--- config.mk ---
export PLATFORM = sky130hd
export DESIGN_NAME = utf8_stream_validator_top_flat
export DESIGN_NICKNAME = d
export VERILOG_FILES = /design/src/hw/rtl/utf8v_pkg.sv /design/src/hw/rtl/utf8v_if.sv /design/src/hw/rtl/utf8v_classify.sv /design/src/hw/rtl/utf8v_queue.sv /design/src/hw/rtl/utf8v_check.sv /design/src/hw/rtl/utf8_stream_validator_top.sv /design/src/flat_wrapper.sv
export SDC_FILE = /design/constraint.sdc
export NUM_CORES = 1
export LEC_CHECK = 0
export BUFFER_PORTS_ARGS = -buffer_cell sky130_fd_sc_hd__buf_4
export CORE_MARGIN = 2
export CORE_UTILIZATION = 59
export CTS_CLUSTER_DIAMETER = 150
export DETAILED_ROUTE_END_ITERATION = 16
export PLACE_DENSITY_LB_ADDON = 0.12
export SLEW_MARGIN = 20
export SYNTH_ARGS = -nofsm -noshare
export SYNTH_HDL_FRONTEND = slang
export SYNTH_SLANG_ARGS = --single-unit
--- constraint.sdc ---
create_clock -name clk -period 3.1 [get_ports clk]
set_clock_uncertainty 0.2 [all_clocks]
set_input_delay 0.93 -clock clk [delete_from_list [all_inputs] [get_ports clk]]
set_output_delay 0.93 -clock clk [all_outputs]
set_load 0.05 [all_outputs]
--- src/hw/rtl/utf8v_pkg.sv ---
`default_nettype none

package utf8v_pkg;

    localparam int QUEUE_DEPTH = 2;

    typedef enum logic [1:0] {
        CLS_ASCII = 2'd0,
        CLS_LEAD  = 2'd1,
        CLS_CONT  = 2'd2,
        CLS_BAD   = 2'd3
    } cls_kind_t;

    // One classified byte as it travels from the front to the back.
    typedef struct packed {
        cls_kind_t  kind;
        logic [1:0] seq_len;
        logic [5:0] payload;
        logic       last;
    } cls_item_t;

endpackage

`default_nettype wire

--- src/hw/rtl/utf8v_if.sv ---
`default_nettype none

interface utf8v_byte_if;
    logic       valid;
    logic       ready;
    logic [7:0] data_byte;
    logic       last_byte;

    modport source (output valid, output data_byte, output last_byte, input ready);
    modport sink   (input valid, input data_byte, input last_byte, output ready);
endinterface

interface utf8v_result_if;
    logic valid;
    logic ready;
    logic is_valid;

    modport source (output valid, output is_valid, input ready);
    modport sink   (input valid, input is_valid, output ready);
endinterface

`default_nettype wire

--- src/hw/rtl/utf8v_classify.sv ---
`default_nettype none

module utf8v_classify (
    utf8v_byte_if.sink           byte_ch,
    input  wire logic            queue_full,
    output logic                 push,
    output utf8v_pkg::cls_item_t item
);
    import utf8v_pkg::*;

    logic [7:0] b;

    assign b            = byte_ch.data_byte;
    assign byte_ch.ready = !queue_full;
    assign push         = byte_ch.valid && !queue_full;

    // Decode the byte type and strip the marker bits.
    always_comb
    begin
        item.last    = byte_ch.last_byte;
        item.seq_len = 2'd0;
        item.payload = b[5:0];
        if (b[7] == 1'b0)
        begin
            item.kind = CLS_ASCII;
        end
        else if (b[7:6] == 2'b10)
        begin
            item.kind = CLS_CONT;
        end
        else if (b[7:5] == 3'b110)
        begin
            item.kind    = CLS_LEAD;
            item.seq_len = 2'd1;
            item.payload = {1'b0, b[4:0]};
        end
        else if (b[7:4] == 4'b1110)
        begin
            item.kind    = CLS_LEAD;
            item.seq_len = 2'd2;
            item.payload = {2'b00, b[3:0]};
        end
        else if (b[7:3] == 5'b11110)
        begin
            item.kind    = CLS_LEAD;
            item.seq_len = 2'd3;
            item.payload = {3'b000, b[2:0]};
        end
        else
        begin
            item.kind = CLS_BAD;
        end
    end

endmodule

`default_nettype wire

--- src/hw/rtl/utf8v_queue.sv ---
`default_nettype none

module utf8v_queue #(
    parameter int DEPTH = utf8v_pkg::QUEUE_DEPTH
) (
    input  wire logic                 clk,
    input  wire logic                 rst_n,
    input  wire logic                 push,
    input  wire utf8v_pkg::cls_item_t push_item,
    input  wire logic                 pop,
    output logic                      full,
    output logic                      empty,
    output utf8v_pkg::cls_item_t      head
);
    import utf8v_pkg::*;

    localparam int PTR_W = (DEPTH > 1) ? $clog2(DEPTH) : 1;
    localparam int CNT_W = $clog2(DEPTH + 1);

    cls_item_t        mem [DEPTH];
    logic [PTR_W-1:0] wr_ptr_reg, wr_ptr_next;
    logic [PTR_W-1:0] rd_ptr_reg, rd_ptr_next;
    logic [CNT_W-1:0] count_reg, count_next;
    logic             do_push, do_pop;

    assign full    = (count_reg == CNT_W'(DEPTH));
    assign empty   = (count_reg == '0);
    assign do_push = push && !full;
    assign do_pop  = pop && !empty;
    assign head    = mem[rd_ptr_reg];

    always_comb
    begin
        wr_ptr_next = wr_ptr_reg;
        rd_ptr_next = rd_ptr_reg;
        count_next  = count_reg;
        if (do_push)
        begin
            wr_ptr_next = (wr_ptr_reg == PTR_W'(DEPTH - 1)) ? '0 : wr_ptr_reg + 1'b1;
        end
        if (do_pop)
        begin
            rd_ptr_next = (rd_ptr_reg == PTR_W'(DEPTH - 1)) ? '0 : rd_ptr_reg + 1'b1;
        end
        if (do_push && !do_pop)
        begin
            count_next = count_reg + 1'b1;
        end
        else if (do_pop && !do_push)
        begin
            count_next = count_reg - 1'b1;
        end
    end

    always_ff @(posedge clk or negedge rst_n)
    begin
        if (!rst_n)
        begin
            wr_ptr_reg <= '0;
            rd_ptr_reg <= '0;
            count_reg  <= '0;
        end
        else
        begin
            wr_ptr_reg <= wr_ptr_next;
            rd_ptr_reg <= rd_ptr_next;
            count_reg  <= count_next;
        end
    end

    always_ff @(posedge clk)
    begin
        if (do_push)
        begin
            mem[wr_ptr_reg] <= push_item;
        end
    end

    a_count_bound: assert property (@(posedge clk) disable iff (!rst_n)
        count_reg <= CNT_W'(DEPTH))
        else $error("queue count beyond depth");

    a_count_track: assert property (@(posedge clk) disable iff (!rst_n)
        (do_push && !do_pop) |=> (count_reg == $past(count_reg) + 1'b1))
        else $error("queue count missed a push");

    a_ptr_meet: assert property (@(posedge clk) disable iff (!rst_n)
        empty |-> (wr_ptr_reg == rd_ptr_reg))
        else $error("queue pointers differ while empty");

endmodule

`default_nettype wire

--- src/hw/rtl/utf8v_check.sv ---
`default_nettype none

module utf8v_check (
    input  wire logic                 clk,
    input  wire logic                 rst_n,
    input  wire logic                 queue_empty,
    input  wire utf8v_pkg::cls_item_t head,
    output logic                      pop,
    utf8v_result_if.source            result_ch
);
    import utf8v_pkg::*;

    localparam logic [20:0] MIN_2     = 21'h000080;
    localparam logic [20:0] MIN_3     = 21'h000800;
    localparam logic [20:0] MIN_4     = 21'h010000;
    localparam logic [20:0] SURR_LO   = 21'h00D800;
    localparam logic [20:0] SURR_HI   = 21'h00DFFF;
    localparam logic [20:0] CP_MAX    = 21'h10FFFF;

    logic [1:0]  pending_reg, pending_next;
    logic [1:0]  seq_len_reg, seq_len_next;
    logic [20:0] acc_reg, acc_next;
    logic        err_reg, err_next;
    logic        out_valid_reg, out_valid_next;
    logic        out_bit_reg, out_bit_next;
    logic [20:0] cp;
    logic [20:0] min_value;
    logic        out_free;

    assign out_free = !out_valid_reg || result_ch.ready;
    // Non-last requests never need the output register.
    assign pop      = !queue_empty && (!head.last || out_free);

    assign result_ch.valid    = out_valid_reg;
    assign result_ch.is_valid = out_bit_reg;

    assign cp = {acc_reg[14:0], head.payload};

    always_comb
    begin
        unique case (seq_len_reg)
            2'd1:    min_value = MIN_2;
            2'd2:    min_value = MIN_3;
            default: min_value = MIN_4;
        endcase
    end

    always_comb
    begin
        pending_next   = pending_reg;
        seq_len_next   = seq_len_reg;
        acc_next       = acc_reg;
        err_next       = err_reg;
        out_valid_next = out_valid_reg && !result_ch.ready;
        out_bit_next   = out_bit_reg;

        if (pop)
        begin
            if (!err_reg)
            begin
                if (pending_reg == 2'd0)
                begin
                    unique case (head.kind)
                        CLS_ASCII: ;
                        CLS_LEAD:
                        begin
                            seq_len_next = head.seq_len;
                            pending_next = head.seq_len;
                            acc_next     = {15'd0, head.payload};
                        end
                        default:   err_next = 1'b1;
                    endcase
                end
                else if (head.kind != CLS_CONT)
                begin
                    err_next = 1'b1;
                end
                else
                begin
                    acc_next     = cp;
                    pending_next = pending_reg - 1'b1;
                    // Range checks once the sequence closes.
                    if (pending_reg == 2'd1)
                    begin
                        if (cp < min_value || (cp >= SURR_LO && cp <= SURR_HI) || cp > CP_MAX)
                        begin
                            err_next = 1'b1;
                        end
                    end
                end
            end

            if (head.last)
            begin
                out_valid_next = 1'b1;
                out_bit_next   = !err_next && (pending_next == 2'd0);
                pending_next   = 2'd0;
                seq_len_next   = 2'd0;
                acc_next       = '0;
                err_next       = 1'b0;
            end
        end
    end

    always_ff @(posedge clk or negedge rst_n)
    begin
        if (!rst_n)
        begin
            pending_reg   <= 2'd0;
            seq_len_reg   <= 2'd0;
            acc_reg       <= '0;
            err_reg       <= 1'b0;
            out_valid_reg <= 1'b0;
        end
        else
        begin
            pending_reg   <= pending_next;
            seq_len_reg   <= seq_len_next;
            acc_reg       <= acc_next;
            err_reg       <= err_next;
            out_valid_reg <= out_valid_next;
        end
    end

    always_ff @(posedge clk)
    begin
        out_bit_reg <= out_bit_next;
    end

    a_pending_bound: assert property (@(posedge clk) disable iff (!rst_n)
        pending_reg <= seq_len_reg)
        else $error("more continuations pending than the sequence holds");

    a_last_clears: assert property (@(posedge clk) disable iff (!rst_n)
        (pop && head.last) |=> (pending_reg == 2'd0 && !err_reg && out_valid_reg))
        else $error("state not cleared after last request");

    a_no_overwrite: assert property (@(posedge clk) disable iff (!rst_n)
        (out_valid_reg && !result_ch.ready) |-> !(pop && head.last))
        else $error("result overwritten while stalled");

endmodule

`default_nettype wire

--- src/hw/rtl/utf8_stream_validator_top.sv ---
// result_ch.valid is registered: the last byte passes through the queue, then the result register.
// Throughput: one byte per cycle unless the result stalls; the result register frees when taken.
// byte_ch.ready drops only when the two-entry queue is full behind a stalled result.
// Reset (rst_n low, asynchronous) empties the queue, drops the result and clears
// all sequence state; the next byte starts a new buffer.
`default_nettype none

module utf8_stream_validator_top #(
    parameter int QUEUE_DEPTH = utf8v_pkg::QUEUE_DEPTH
) (
    input  wire logic       clk,
    input  wire logic       rst_n,
    utf8v_byte_if.sink      byte_ch,
    utf8v_result_if.source  result_ch
);
    import utf8v_pkg::*;

    logic      push;
    logic      pop;
    logic      queue_full;
    logic      queue_empty;
    cls_item_t push_item;
    cls_item_t head;

    utf8v_classify u_classify (
        .byte_ch    (byte_ch),
        .queue_full (queue_full),
        .push       (push),
        .item       (push_item)
    );

    utf8v_queue #(
        .DEPTH (QUEUE_DEPTH)
    ) u_queue (
        .clk       (clk),
        .rst_n     (rst_n),
        .push      (push),
        .push_item (push_item),
        .pop       (pop),
        .full      (queue_full),
        .empty     (queue_empty),
        .head      (head)
    );

    utf8v_check u_check (
        .clk         (clk),
        .rst_n       (rst_n),
        .queue_empty (queue_empty),
        .head        (head),
        .pop         (pop),
        .result_ch   (result_ch)
    );

endmodule

`default_nettype wire
--- src/flat_wrapper.sv ---
// flat-port wrapper written by rule: the top's interface ports become plain ports
module utf8_stream_validator_top_flat import utf8v_pkg::*;
#(
    parameter int QUEUE_DEPTH = utf8v_pkg::QUEUE_DEPTH
)
  (clk, rst_n, byte_ch_valid, byte_ch_data_byte, byte_ch_last_byte, byte_ch_ready, result_ch_valid, result_ch_is_valid, result_ch_ready);
  utf8v_byte_if byte_ch_i ();
  utf8v_result_if result_ch_i ();
  input  wire logic clk;
  input  wire logic rst_n;
  input wire logic [$bits(byte_ch_i.valid)-1:0] byte_ch_valid;
  input wire logic [$bits(byte_ch_i.data_byte)-1:0] byte_ch_data_byte;
  input wire logic [$bits(byte_ch_i.last_byte)-1:0] byte_ch_last_byte;
  output wire logic [$bits(byte_ch_i.ready)-1:0] byte_ch_ready;
  output wire logic [$bits(result_ch_i.valid)-1:0] result_ch_valid;
  output wire logic [$bits(result_ch_i.is_valid)-1:0] result_ch_is_valid;
  input wire logic [$bits(result_ch_i.ready)-1:0] result_ch_ready;
  assign byte_ch_i.valid = byte_ch_valid;
  assign byte_ch_i.data_byte = byte_ch_data_byte;
  assign byte_ch_i.last_byte = byte_ch_last_byte;
  assign byte_ch_ready = byte_ch_i.ready;
  assign result_ch_valid = result_ch_i.valid;
  assign result_ch_is_valid = result_ch_i.is_valid;
  assign result_ch_i.ready = result_ch_ready;
  utf8_stream_validator_top #(.QUEUE_DEPTH(QUEUE_DEPTH)) u_core (.clk(clk), .rst_n(rst_n), .byte_ch(byte_ch_i), .result_ch(result_ch_i));
endmodule
==> metrics.cfg <==
[run_status]
status=finished clean

[worst_setup_path]
cp_slowest_stage_delay_ns=0.89
crit_chain=and4b_2 -> nor2_2 -> a21o_4 -> a21oi_4 -> buf_4 -> mux2i_1
crit_slowest_cell=dfrtp_1
start_kind=flop
cpLargestDelayFamily=flip-flops
crit_buf_inv=1
critPathMaxFanout=16
cp.required_ns=3.13
arrival_ns=2.75
critPathKind=flop to flop
cp-end-kind=flop

[synthesis]
synth_most_common_cell=dfrtp_1
async_flop_share=0.5208
synthSimpleGateAreaFrac=0.1234
synth_top_area_cell=edfxtp_1
synth_top_family_by_area=multiplexers
synth.distinct_cells=51
synthXorXnorAreaFrac=0.01845
syn_avg_cell_area_sq_um=12.76
synth_compound_area_frac=0.09594
synthTopCellsByCount=dfrtp_1 (25), edfxtp_1 (23), nand2_1 (17)
yosys.area.top_type_share=0.2910
synth_edf_count=23
synth_area_sq_um=2374
ys_ff_latch=48
synth_fp_nets=206
synthAdderAreaFrac=0.03690
synth.yosys.seq_area_share=0.5546
synth_area_leaders=edfxtp_1 (29%), dfrtp_1 (26%), mux2i_1 (6.3%)
ys.warnings.count=0
muxShareOfSynthArea=0.1265
ys.flop_type=dfrtp_1
syn_inst=186

[drt]
via_per_inst=5.569
drt_iter0_drc=101
route.detailed.wl_per_inst_um=15.54
drc=0
drtPass1Iterations=4
drt_wl_total_um=3963
vias=1420
antenna_left=0

[finish]
diodes=0
largest_register_ffs=22
nNetsFinal=224
drive_gt1_frac=0.2439
area_growth_pct=10.54
fin_area_sq_um=2624

[grt]
met1_usage=0.2550
met2_usage=0.3267
grt_use_total=0.1991
antenna_found_initial=0
grt-busiest-layer=met2
gr-usage-met3=0.04500
grt_pass1_wl_um=6472
grt_max_degree=26
grt_pass1_vias=1381
grt_overflow=0

[placement]
place.gp.congestion=0.8560
port_buffers=15
dp_hpwl_um=2887
post_dp_cell_area_sq_um=2507

[power_and_ir_drop]
p_comb_frac=0.410
internal-power_mw=1.597
powerDensity_nw_per_um2=969.1
netSwitchingFraction=0.3719
seqPwrFrac=0.411
p_clk_frac=0.179
p_sw_mw=0.9456
p_leak_nw=1.113
peakVddDrop_mv=0.5768

[die]
initial_utilization=0.6020
ioPinCount=16
rows=23
coreArea_sq_um=3943
die_w_um=67.43
dieArea_sq_um=4546
die_height_um=67.43

[sta]
slew_headroom=0.4537
fin_crit_ns=2.724
rsz0062_at_grt=no
report.final.slew_viol_count=0
fin_tns_setup_ns=0
setup_violations=0
worstMarginPinSlew_ns=0.8195
hold_viol=0
fin_crit_sh=0.8786
max_freq_mhz=367.1

[clock_network]
root_buffer=clkbuf_8
cts.sinks=48
cts_made_buffers=5
cts.repair.resized=0
cts_buffer_depth=2
tritoncts=done
htree_num_levels=2
worstSkewPairLatency_ns=0.30
clkTransAtPathRegs_ns=0.09
post_cts_buffers=0
hold_buffers=0

[run]
cap_violations=0

[min_path]
hp-class=flop to flop

metrics by stage:
step / util / hold WS [ns] / cells / setup slack [ns] / power (mW)
6_report: 0.6655 / 0.2883 / 255 / 0.3763 / 2.543
5_1_grt: 0.6655 / 0.3031 / 255 / 0.2586 / 2.694
4_1_cts: 0.6655 / 0.2875 / 255 / 0.3653 / 2.555
3_5_place_dp: 0.6360 / 0.2672 / 247 / 0.4097 / 2.094
3_3_place_gp: 0.6360 / 0.2654 / 247 / 0.4834 / 2.046
2_1_floorplan: - / 0.2497 / 186 / 0.7441 / 1.907
worst reg2reg max path, cell delays in order (launching register included):
cell and delay (ns):
dfrtp_1 0.89, and4b_2 0.41, nor2_2 0.07, a21o_4 0.24, a21oi_4 0.40, buf_4 0.25, mux2i_1 0.20
per-layer routing:
| layer | part of all wire | vias up |
|---|---|---|
| li1 | - | 700 |
| met1 | 0.47 | 690 |
| met2 | 0.48 | 23 |
| met3 | 0.033 | 7 |
| met4 | 0.017 | 0 |
| met5 | 0 | - |
area by class of cell:
cell class,instances,area [sq um]
Tap cell,50,62.56
Multi-Input combinational cell,119,952.2
Clock buffer,5,68.82
Fill cell,289,1319
Clock inverter,3,47.55
Inverter,13,48.80
Timing Repair Buffer,17,127.6
Sequential cell,48,1316
cell families after synthesis:
logic type	count (synthesis)
muxes	26
buffers and inverters	19
adders and majority gates	7
AOI/OAI and AO/OA	29
and+or+nand+nor	52
DFF	48
xor gates and xnor gates	5
final timing paths:
| path | startpoint | to | slack, ns | depth (start not counted) |
|---|---|---|---|---|
| setup reg to reg | u_core.u_queue.rd_ptr_reg | u_core.u_check.acc_reg[10] | 0.38 | 6 |
| min in group asynchronous | rst_n | u_core.u_check.result_ch.valid | 0.31 | 1 |
| hold reg to reg | u_core.u_check.pending_reg[1] | u_core.u_check.pending_reg[1] | 0.29 | 1 |
| hold / removal | u_core.u_check.pending_reg[1] | u_core.u_check.pending_reg[1] | 0.29 | 1 |
| setup / recovery | u_core.u_queue.rd_ptr_reg | u_core.u_check.acc_reg[10] | 0.38 | 6 |
| max in group asynchronous | rst_n | u_core.u_queue.wr_ptr_reg | 2.14 | 1 |
layout by cell type (no fill, tap or decap), types with 2 or more instances in the layout:
| master | instances |
|---|---|
| nor2_1 | 11 |
| buf_4 | 17 |
| a21boi_0 | 5 |
| a21oi_1 | 3 |
| clkbuf_8 | 5 |
| inv_1 | 13 |
| nand3_1 | 2 |
| mux2_4 | 4 |
| ha_1 | 7 |
| dfrtp_1 | 25 |
| nor3_1 | 4 |
| xnor2_1 | 3 |
| o41ai_1 | 2 |
| nor2_2 | 2 |
| mux2_2 | 6 |
| xor2_1 | 2 |
| and3_1 | 2 |
| nand2_1 | 17 |
| nand2b_1 | 2 |
| edfxtp_1 | 23 |
| clkinv_4 | 2 |
| mux2i_1 | 15 |
| o21ai_0 | 5 |
power by group through the flow:
stage	clock network (mW)	logic, mW	registers, mW
3_3_place_gp	0	1.00	1.05
4_1_cts	0.463	1.05	1.05
5_1_grt	0.485	1.14	1.07
2_1_floorplan	0	0.883	1.02
6_report	0.454	1.04	1.05
3_5_place_dp	0	1.04	1.06
Note: power is estimated with default switching activity, not from simulation.
